File: src/hdl/usp_pkg.sv
// Package for the unipolar stepper sequencer: field widths, request and
// drive mode codes, and the coil sequence tables.
// Depends on nothing; used by unipolar_stepper_sequencer.
`default_nettype none

package usp_pkg;

  // Default sizes of the angle and timer datapaths.
  localparam int ANGLE_BITS_DEF = 16;
  localparam int TIMER_BITS_DEF = 24;

  // Widths of the beat fields as they travel on the buses.
  localparam int ANGLE_FIELD_BITS  = 16;
  localparam int PERIOD_FIELD_BITS = 24;
  localparam int S_TDATA_BITS      = 48;
  localparam int M_TDATA_BITS      = 8;

  // Kind of an input beat.
  typedef enum logic {
    REQ_MOVE = 1'b0,
    REQ_TICK = 1'b1
  } req_t;

  // Drive mode codes. Bit 1 set means half step, so the unused code is half step too.
  localparam logic [1:0] MODE_WAVE = 2'd0;
  localparam logic [1:0] MODE_FULL = 2'd1;
  localparam logic [1:0] MODE_HALF = 2'd2;

  function automatic logic is_half(input logic [1:0] mode);
    return mode[1];
  endfunction

  // Coil pattern for a sequence position: bit0 blue, bit1 pink, bit2 yellow, bit3 orange.
  function automatic logic [3:0] pattern_at(input logic [1:0] mode, input logic [2:0] idx);
    logic [3:0] pat;
    pat = 4'd0;
    if (is_half(mode)) begin
      case (idx)
        3'd0: pat = 4'd1;
        3'd1: pat = 4'd3;
        3'd2: pat = 4'd2;
        3'd3: pat = 4'd6;
        3'd4: pat = 4'd4;
        3'd5: pat = 4'd12;
        3'd6: pat = 4'd8;
        default: pat = 4'd9;
      endcase
    end else if (mode == MODE_FULL) begin
      case (idx[1:0])
        2'd0: pat = 4'd3;
        2'd1: pat = 4'd6;
        2'd2: pat = 4'd12;
        default: pat = 4'd9;
      endcase
    end else begin
      case (idx[1:0])
        2'd0: pat = 4'd1;
        2'd1: pat = 4'd2;
        2'd2: pat = 4'd4;
        default: pat = 4'd8;
      endcase
    end
    return pat;
  endfunction

endpackage

`default_nettype wire

File: src/hdl/unipolar_stepper_sequencer.sv
// Unipolar stepper sequencer: input beat register, single-pass state update
// and a result register that drives the coil pattern stream.
// Depends on usp_pkg.
// A pattern passes the input beat and result registers. Throughput: one beat per cycle
// unless the result stalls; the step count multiply (angle times a fixed reciprocal of
// 7/40) is the longest path and fits between the input and state registers.
// Reset: synchronous rst clears busy, counters, coil state and both valid flags.
`default_nettype none

module unipolar_stepper_sequencer #(
  parameter int ANGLE_BITS = usp_pkg::ANGLE_BITS_DEF,
  parameter int TIMER_BITS = usp_pkg::TIMER_BITS_DEF
) (
  input  wire logic                              clk,
  input  wire logic                              rst,
  // Slave side. tdata: angle_deg[15:0], clockwise[16], drive_mode[18:17],
  // step_period[42:19], zeros[47:43]. tuser: req_type.
  input  wire logic                              s_axis_tvalid,
  output logic                                   s_axis_tready,
  input  wire logic [usp_pkg::S_TDATA_BITS-1:0]  s_axis_tdata,
  input  wire logic                              s_axis_tuser,
  // Master side. tdata: coil_pattern[3:0], zeros[7:4]. tlast: last_phase.
  output logic                                   m_axis_tvalid,
  input  wire logic                              m_axis_tready,
  output logic [usp_pkg::M_TDATA_BITS-1:0]       m_axis_tdata,
  output logic                                   m_axis_tlast
);
  import usp_pkg::*;

  // Step count is floor(angle*40/7), computed as angle*RECIP >> RECIP_SHIFT.
  localparam int STEP_BITS   = ANGLE_BITS + 3;
  localparam int RECIP_SHIFT = ANGLE_BITS + 4;
  localparam int RECIP_BITS  = RECIP_SHIFT + 3;
  localparam logic [63:0] RECIP = ((64'd40 << RECIP_SHIFT) + 64'd6) / 64'd7;
  localparam int PROD_BITS   = ANGLE_BITS + RECIP_BITS;

  // Input beat register.
  logic                          in_valid;
  req_t                          in_type;
  logic [ANGLE_FIELD_BITS-1:0]   in_angle;
  logic                          in_cw;
  logic [1:0]                    in_mode;
  logic [PERIOD_FIELD_BITS-1:0]  in_period;

  // Sequencer state.
  logic [3:0]            coil_reg;
  logic [STEP_BITS-1:0]  phases_left;
  logic [2:0]            seq_index;
  logic [TIMER_BITS-1:0] wait_count;
  logic                  busy_flag;
  logic                  dir_reg;
  logic [1:0]            mode_reg;
  logic [TIMER_BITS-1:0] period_reg;

  logic [3:0]            coil_reg_next;
  logic [STEP_BITS-1:0]  phases_left_next;
  logic [2:0]            seq_index_next;
  logic [TIMER_BITS-1:0] wait_count_next;
  logic                  busy_flag_next;
  logic                  dir_reg_next;
  logic [1:0]            mode_reg_next;
  logic [TIMER_BITS-1:0] period_reg_next;

  // Result register.
  logic       res_valid;
  logic [3:0] res_pattern;
  logic       res_last;
  logic       res_load;
  logic [3:0] res_pattern_next;
  logic       res_last_next;

  logic advance;

  // Operand decode of the registered beat.
  logic [31:0]           angle_wide;
  logic [ANGLE_BITS-1:0] angle;
  logic [31:0]           period_wide;
  logic [TIMER_BITS-1:0] period_in;
  logic [TIMER_BITS-1:0] period_load;
  logic [TIMER_BITS-1:0] reload;
  logic [PROD_BITS-1:0]  product;
  logic [STEP_BITS-1:0]  steps;
  logic [STEP_BITS-1:0]  count;
  logic                  zero_move;
  logic [2:0]            step_index;
  logic [2:0]            len_mask;

  // The registered beat moves on when the result register can take a pattern.
  assign advance       = in_valid && (!res_valid || m_axis_tready);
  assign s_axis_tready = !in_valid || advance;

  // Capture an accepted beat.
  always_ff @(posedge clk) begin
    if (rst) begin
      in_valid <= 1'b0;
    end else if (s_axis_tready) begin
      in_valid <= s_axis_tvalid;
    end
    if (s_axis_tvalid && s_axis_tready) begin
      in_type   <= req_t'(s_axis_tuser);
      in_angle  <= s_axis_tdata[15:0];
      in_cw     <= s_axis_tdata[16];
      in_mode   <= s_axis_tdata[18:17];
      in_period <= s_axis_tdata[42:19];
    end
  end

  // Operand sizing, step count and phase count.
  always_comb begin
    angle_wide  = {16'd0, in_angle};
    angle       = angle_wide[ANGLE_BITS-1:0];
    period_wide = {8'd0, in_period};
    period_in   = period_wide[TIMER_BITS-1:0];
    period_load = (period_in == '0) ? TIMER_BITS'(1) : period_in;
    reload      = (period_reg == '0) ? TIMER_BITS'(1) : period_reg;
    product     = PROD_BITS'(angle) * PROD_BITS'(RECIP[RECIP_BITS-1:0]);
    steps       = product[RECIP_SHIFT +: STEP_BITS];
    if (is_half(in_mode)) begin
      count = {steps[STEP_BITS-1:3], 3'b000};
    end else begin
      count = {steps[STEP_BITS-1:2], 2'b00};
    end
    // Fewer than one full cycle of patterns: only angle 0, or angle 1 in half step.
    zero_move  = is_half(in_mode) ? (angle <= ANGLE_BITS'(1)) : (angle == '0);
    len_mask   = is_half(mode_reg) ? 3'd7 : 3'd3;
    step_index = dir_reg ? ((seq_index - 3'd1) & len_mask) : ((seq_index + 3'd1) & len_mask);
  end

  // Next state and result for the registered beat.
  always_comb begin
    coil_reg_next    = coil_reg;
    phases_left_next = phases_left;
    seq_index_next   = seq_index;
    wait_count_next  = wait_count;
    busy_flag_next   = busy_flag;
    dir_reg_next     = dir_reg;
    mode_reg_next    = mode_reg;
    period_reg_next  = period_reg;
    res_load         = 1'b0;
    res_pattern_next = pattern_at(mode_reg, seq_index);
    res_last_next    = 1'b0;
    case (in_type)
      REQ_MOVE: begin
        if (!busy_flag) begin
          dir_reg_next    = in_cw;
          mode_reg_next   = in_mode;
          period_reg_next = period_in;
          if (!zero_move) begin
            seq_index_next   = in_cw ? (is_half(in_mode) ? 3'd7 : 3'd3) : 3'd0;
            phases_left_next = count - STEP_BITS'(1);
            wait_count_next  = period_load;
            busy_flag_next   = 1'b1;
            res_load         = 1'b1;
            res_pattern_next = pattern_at(in_mode, seq_index_next);
            // The count is a multiple of four, so the first pattern is never the last.
            res_last_next    = 1'b0;
            coil_reg_next    = res_pattern_next;
          end
        end
      end
      REQ_TICK: begin
        if (busy_flag) begin
          if (wait_count > TIMER_BITS'(1)) begin
            wait_count_next = wait_count - TIMER_BITS'(1);
          end else if (phases_left == '0) begin
            // Final wait is over: go idle with the coils held.
            wait_count_next = '0;
            busy_flag_next  = 1'b0;
          end else begin
            phases_left_next = phases_left - STEP_BITS'(1);
            seq_index_next   = step_index;
            wait_count_next  = reload;
            res_load         = 1'b1;
            res_pattern_next = pattern_at(mode_reg, step_index);
            res_last_next    = (phases_left == STEP_BITS'(1));
            coil_reg_next    = res_pattern_next;
          end
        end
      end
      default: begin
        res_load = 1'b0;
      end
    endcase
  end

  // Sequencer state update.
  always_ff @(posedge clk) begin
    if (rst) begin
      coil_reg    <= '0;
      phases_left <= '0;
      seq_index   <= '0;
      wait_count  <= '0;
      busy_flag   <= 1'b0;
      dir_reg     <= 1'b0;
      mode_reg    <= MODE_WAVE;
      period_reg  <= '0;
    end else if (advance) begin
      coil_reg    <= coil_reg_next;
      phases_left <= phases_left_next;
      seq_index   <= seq_index_next;
      wait_count  <= wait_count_next;
      busy_flag   <= busy_flag_next;
      dir_reg     <= dir_reg_next;
      mode_reg    <= mode_reg_next;
      period_reg  <= period_reg_next;
    end
  end

  // Result register: loaded by a pattern, emptied when the master side takes the beat.
  always_ff @(posedge clk) begin
    if (rst) begin
      res_valid <= 1'b0;
    end else if (advance && res_load) begin
      res_valid <= 1'b1;
    end else if (m_axis_tready) begin
      res_valid <= 1'b0;
    end
    if (advance && res_load) begin
      res_pattern <= res_pattern_next;
      res_last    <= res_last_next;
    end
  end

  assign m_axis_tvalid = res_valid;
  assign m_axis_tdata  = {4'd0, res_pattern};
  assign m_axis_tlast  = res_last;

  // While a move runs there is always a wait in progress.
  a_busy_wait : assert property (@(posedge clk) disable iff (rst)
    busy_flag |-> (wait_count != '0))
    else $error("busy with no wait in progress");

  // The block only goes idle after the last pattern has been sent.
  a_idle_done : assert property (@(posedge clk) disable iff (rst)
    $fell(busy_flag) |-> ($past(phases_left) == '0))
    else $error("went idle with patterns left");

  // Every emitted pattern belongs to a running move.
  a_emit_busy : assert property (@(posedge clk) disable iff (rst)
    (advance && res_load) |=> busy_flag)
    else $error("pattern emitted while idle");

  // Input back-pressure comes only from a stalled result.
  a_stall_cause : assert property (@(posedge clk) disable iff (rst)
    !s_axis_tready |-> (m_axis_tvalid && !m_axis_tready))
    else $error("input stalled without output back-pressure");

endmodule

`default_nettype wire
File: config.mk
export PLATFORM = sky130hd
export DESIGN_NAME = unipolar_stepper_sequencer
export DESIGN_NICKNAME = d
export VERILOG_FILES = /design/src/hdl/usp_pkg.sv /design/src/hdl/unipolar_stepper_sequencer.sv
export SDC_FILE = /design/constraint.sdc
export NUM_CORES = 1
export LEC_CHECK = 0
export BUFFER_PORTS_ARGS = -buffer_cell sky130_fd_sc_hd__buf_2
export CORE_UTILIZATION = 40
export DETAILED_ROUTE_END_ITERATION = 16
export GPL_ROUTABILITY_DRIVEN = 0
export PLACE_DENSITY = 0.59
export SLEW_MARGIN = 30
export SYNTH_ARGS = -nofsm -noshare
export SYNTH_HDL_FRONTEND = slang
export SYNTH_SLANG_ARGS = --single-unit
File: constraint.sdc
create_clock -name clk -period 6.35 [get_ports clk]
set_input_delay 0.3175 -clock clk [delete_from_list [all_inputs] [get_ports clk]]
set_output_delay 0.3175 -clock clk [all_outputs]
set_load 0.01 [all_outputs]
==> summary.txt <==
Hold path
  • Hold crit path type: input pin to register

Worst setup path
  • CP bufs+invs: 6
  • Critical-path cell list: buf_4 -> ha_4 -> inv_1 -> fa_2 -> inv_1 -> fa_2 -> buf_4 -> inv_1 -> fa_1 -> inv_1 -> fa_1 -> ha_1 -> ha_4 -> nand4_1 -> nor4_2 -> o21ai_2 -> nor2_2 -> nor2_1 -> o311a_1 -> or4b_4 -> a2111o_1 -> or2_1 -> o221ai_2
  • Top Family by Delay on Critical Path: adder cells
  • Critical-path top delay cell: fa_2
  • Worst-path fanout max: 5
  • Data arrival, critical path: 7.13 ns
  • Crit start category: register
  • Worst stage delay on the critical path: ~0.60 ns
  • CP most frequent cell: inv_1
  • Critical Path RT: around 6.7 ns
  • Crit. End Element: register
  • Critical path type: register to register

STA
  • Fin. Hold Viols: 0
  • Slew at the pin closest to its max-slew limit: 0.934 ns
  • Tmin final: around 6.8 ns
  • # setup viols final: 10
  • PnR worst setup slack: -0.431 ns
  • Slew headroom: 0.377
  • RSZ-0062 raised after global routing: yes
  • Max Slew Vio Count: 0
  • Fmax: 147 MHz
  • Period utilization: 1.07
  • Final Skew: about 0.012 ns

Clock network
  • Root Driver: clkbuf_16
  • Cts bufs inserted: 17
  • Sink Count: around 130
  • Worst skew pair latency: between 0.4 and 0.5 ns
  • CTS clk-pin slew, worst paths: around 0.070 ns
  • Hold_buf cts: 0
  • CTS tree: yes
  • CTS Buffer Depth: 2
  • Number of H-tree levels: 4

Cells and area
  • Antenna cells: 0
  • Fin nets: a little over 2000
  • Multi-input logic area: 0.00965 mm2
  • Fillers: approximately 2900
  • Share of layout cells above drive strength 1: 0.266
  • Area grow syn2layout: 27.7%
  • FF+latch area: between 0.002 and 0.003 mm2
  • Post-Layout Inst Area: 0.0165 mm2

Logic synthesis
  • FFs w/ async S/R, synth: 0
  • EDFF count, synth: 49
  • Mean post-synth cell area: roughly 8.8 um2
  • Synth warn: 0
  • Top_reg_cell synth: dfxtp_1
  • Post-Syn Instances: ~1500
  • Distinct cells, synth: 84
  • Seq/Total Area, Yosys: 0.232
  • Synth Register Bits: between 100 and 150
  • Mapped Area: approximately 0.013 mm2

Global routing
  • First-pass GRT wire length: 57500 um
  • Vias in the first global route: around 11000
  • Pin count of the biggest net entering global routing: a little over 80
  • Total gr overflow: 0
  • Initial antenna violation count: 0
  • Tot GR Track Use: 0.219

Detailed routing
  • First-pass DRT Iterations: 4
  • DRC violations left: 0
  • Antenna Violating Nets Remaining: 0
  • Vias after detailed routing: roughly 11000
  • Initial DRC count: 722
  • Wire length per cell: approximately 17 um
  • Via density: approximately 5.3
  • Final wirelength: between 30000 and 40000 um

Floorplanning
  • # IOs: between 60 and 70
  • Total core area: between 0.03 and 0.04 mm2
  • Initial Util: 0.408
  • Rows: between 60 and 70
  • Die height: between 150 and 200 um
  • Die width: 182 um
  • Die area: approximately 0.033 mm2

Run
  • Max-Cap Viols: 0

Placement
  • Port bufs: 54
  • Detailed Place HPWL: 27400 um
  • Placed Area: ~0.015 mm2

Outcome
  • Failing checks: setup timing
  • Status: complete, but fails checks
cells in the final DEF, fill, tap and decap left out, types with 8 or more instances in the layout:
master     synthesis  final
buf_4              5    205
inv_1            221    201
nand2_1          145    140
ha_1             138    113
fa_1             122    110
nor2_1           109    105
a21oi_1          103     86
dfxtp_1           76     76
buf_2              7     54
edfxtp_1          49     49
o21ai_0           52     38
a211oi_1          38     33
nand3_1           32     30
nor3_1            36     28
xnor2_1           30     25
nor4_1            28     23
ha_4               0     23
nand4_1           21     21
inv_2              2     21
clkbuf_16          0     19
a21oi_2            1     15
a21o_1            15     15
mux2i_1           16     15
o211ai_1          14     14
fa_2               0     12
xor2_1            12     11
o21a_1            12     10
o21ai_1            2      9
or3_1              9      8
worst reg2reg max path, cell delays in order, from the launching register on:
cell	delay (ns)
edfxtp_1	0.49
buf_4	0.20
ha_4	0.26
inv_1	0.05
fa_2	0.60
inv_1	0.07
fa_2	0.56
buf_4	0.13
inv_1	0.05
fa_1	0.52
inv_1	0.05
fa_1	0.48
ha_1	0.33
ha_4	0.30
nand4_1	0.21
nor4_2	0.38
o21ai_2	0.14
nor2_2	0.15
nor2_1	0.06
o311a_1	0.32
or4b_4	0.57
a2111o_1	0.41
or2_1	0.25
o221ai_2	0.12
layout make-up:
type | instances | area share
Clock buffer | 20 | 0.0291
Clock inverter | 12 | 0.00745
Inverter | 223 | 0.0510
Multi-Input combinational cell | 1068 | 0.586
Sequential cell | 125 | 0.182
Tap cell | 402 | 0.0305
Timing Repair Buffer | 265 | 0.114
worst paths after layout:
path	startpoint	end	slack, ns	depth (start not counted)
worst max register to register	angle[13]$_DFFE_PP_	phases_left[17]$_SDFFE_PP0P_	-0.43	23
worst min register to register	period_reg[10]$_SDFFE_PP0P_	period_reg[10]$_SDFFE_PP0P_	0.48	2
worst min-delay path	s_axis_tdata[16]	in_cw$_DFFE_PP_	0.06	1
worst max-delay path	angle[13]$_DFFE_PP_	phases_left[17]$_SDFFE_PP0P_	-0.43	23
metal layers:
metal | track usage | vias up | wire (um)
met5 | 0 | - | 0
met4 | 0.0627 | 0 | 878
met3 | 0.0299 | 50 | 1190
met2 | 0.363 | 230 | 16800
met1 | 0.297 | 5372 | 16700
li1 | - | 5524 | -
per-stage QoR:
stage	std cells	setup TNS (ns)	hold slack (ns)	utilization	worst slack, ns
final	2115	-2.37	0.0582	0.521	-0.431
after global routing	2115	-4.76	0.0473	0.521	-0.664
after CTS	2103	-2.44	0.0461	0.508	-0.411
after detailed placement	2057	-5.19	0.468	0.478	-0.734
after global placement	2057	-4.54	0.459	0.478	-0.660
after floorplan	1471	-0.416	0.416	-	-0.120
kinds of logic (layout without fill, tap and decap cells):
group / Yosys count / in the layout / share of synthesized area
compound gates: 312 / 312 / 0.158
flops: 125 / 125 / 0.232
xor+xnor: 42 / 42 / 0.0285
buf+inv: 278 / 520 / 0.0838
fa+ha+maj: 260 / 260 / 0.323
simple gates: 432 / 432 / 0.160
mux: 18 / 18 / 0.0142
other cells: 1 / 4 / 0.000291
cells in the mapped netlist (7+ instances only):
cell / number / area, um2
a211oi_1: 38 / 285
a21o_1: 15 / 113
a21oi_1: 103 / 515
a22oi_1: 8 / 60.1
buf_2: 7 / 35.0
clkbuf_1: 37 / 139
dfxtp_1: 76 / 1520
edfxtp_1: 49 / 1470
fa_1: 122 / 2440
ha_1: 138 / 1730
inv_1: 221 / 830
mux2i_1: 16 / 160
nand2_1: 145 / 544
nand2b_1: 7 / 43.8
nand3_1: 32 / 160
nand4_1: 21 / 131
nor2_1: 109 / 409
nor3_1: 36 / 180
nor4_1: 28 / 175
o211ai_1: 14 / 105
o21a_1: 12 / 90.1
o21ai_0: 52 / 260
o22ai_1: 9 / 56.3
or3_1: 9 / 56.3
xnor2_1: 30 / 263
xor2_1: 12 / 105
timing repair:
action,CTS,global route
pin swaps,27,41
resized for setup,54,62
setup buffers,14,14
setup endpoints to repair,11,13
hold endpoints to repair,0,0
Power is left out: the tool's default activity adds up to more than one toggle a clock period on the data nets, which glitch-free logic cannot reach.
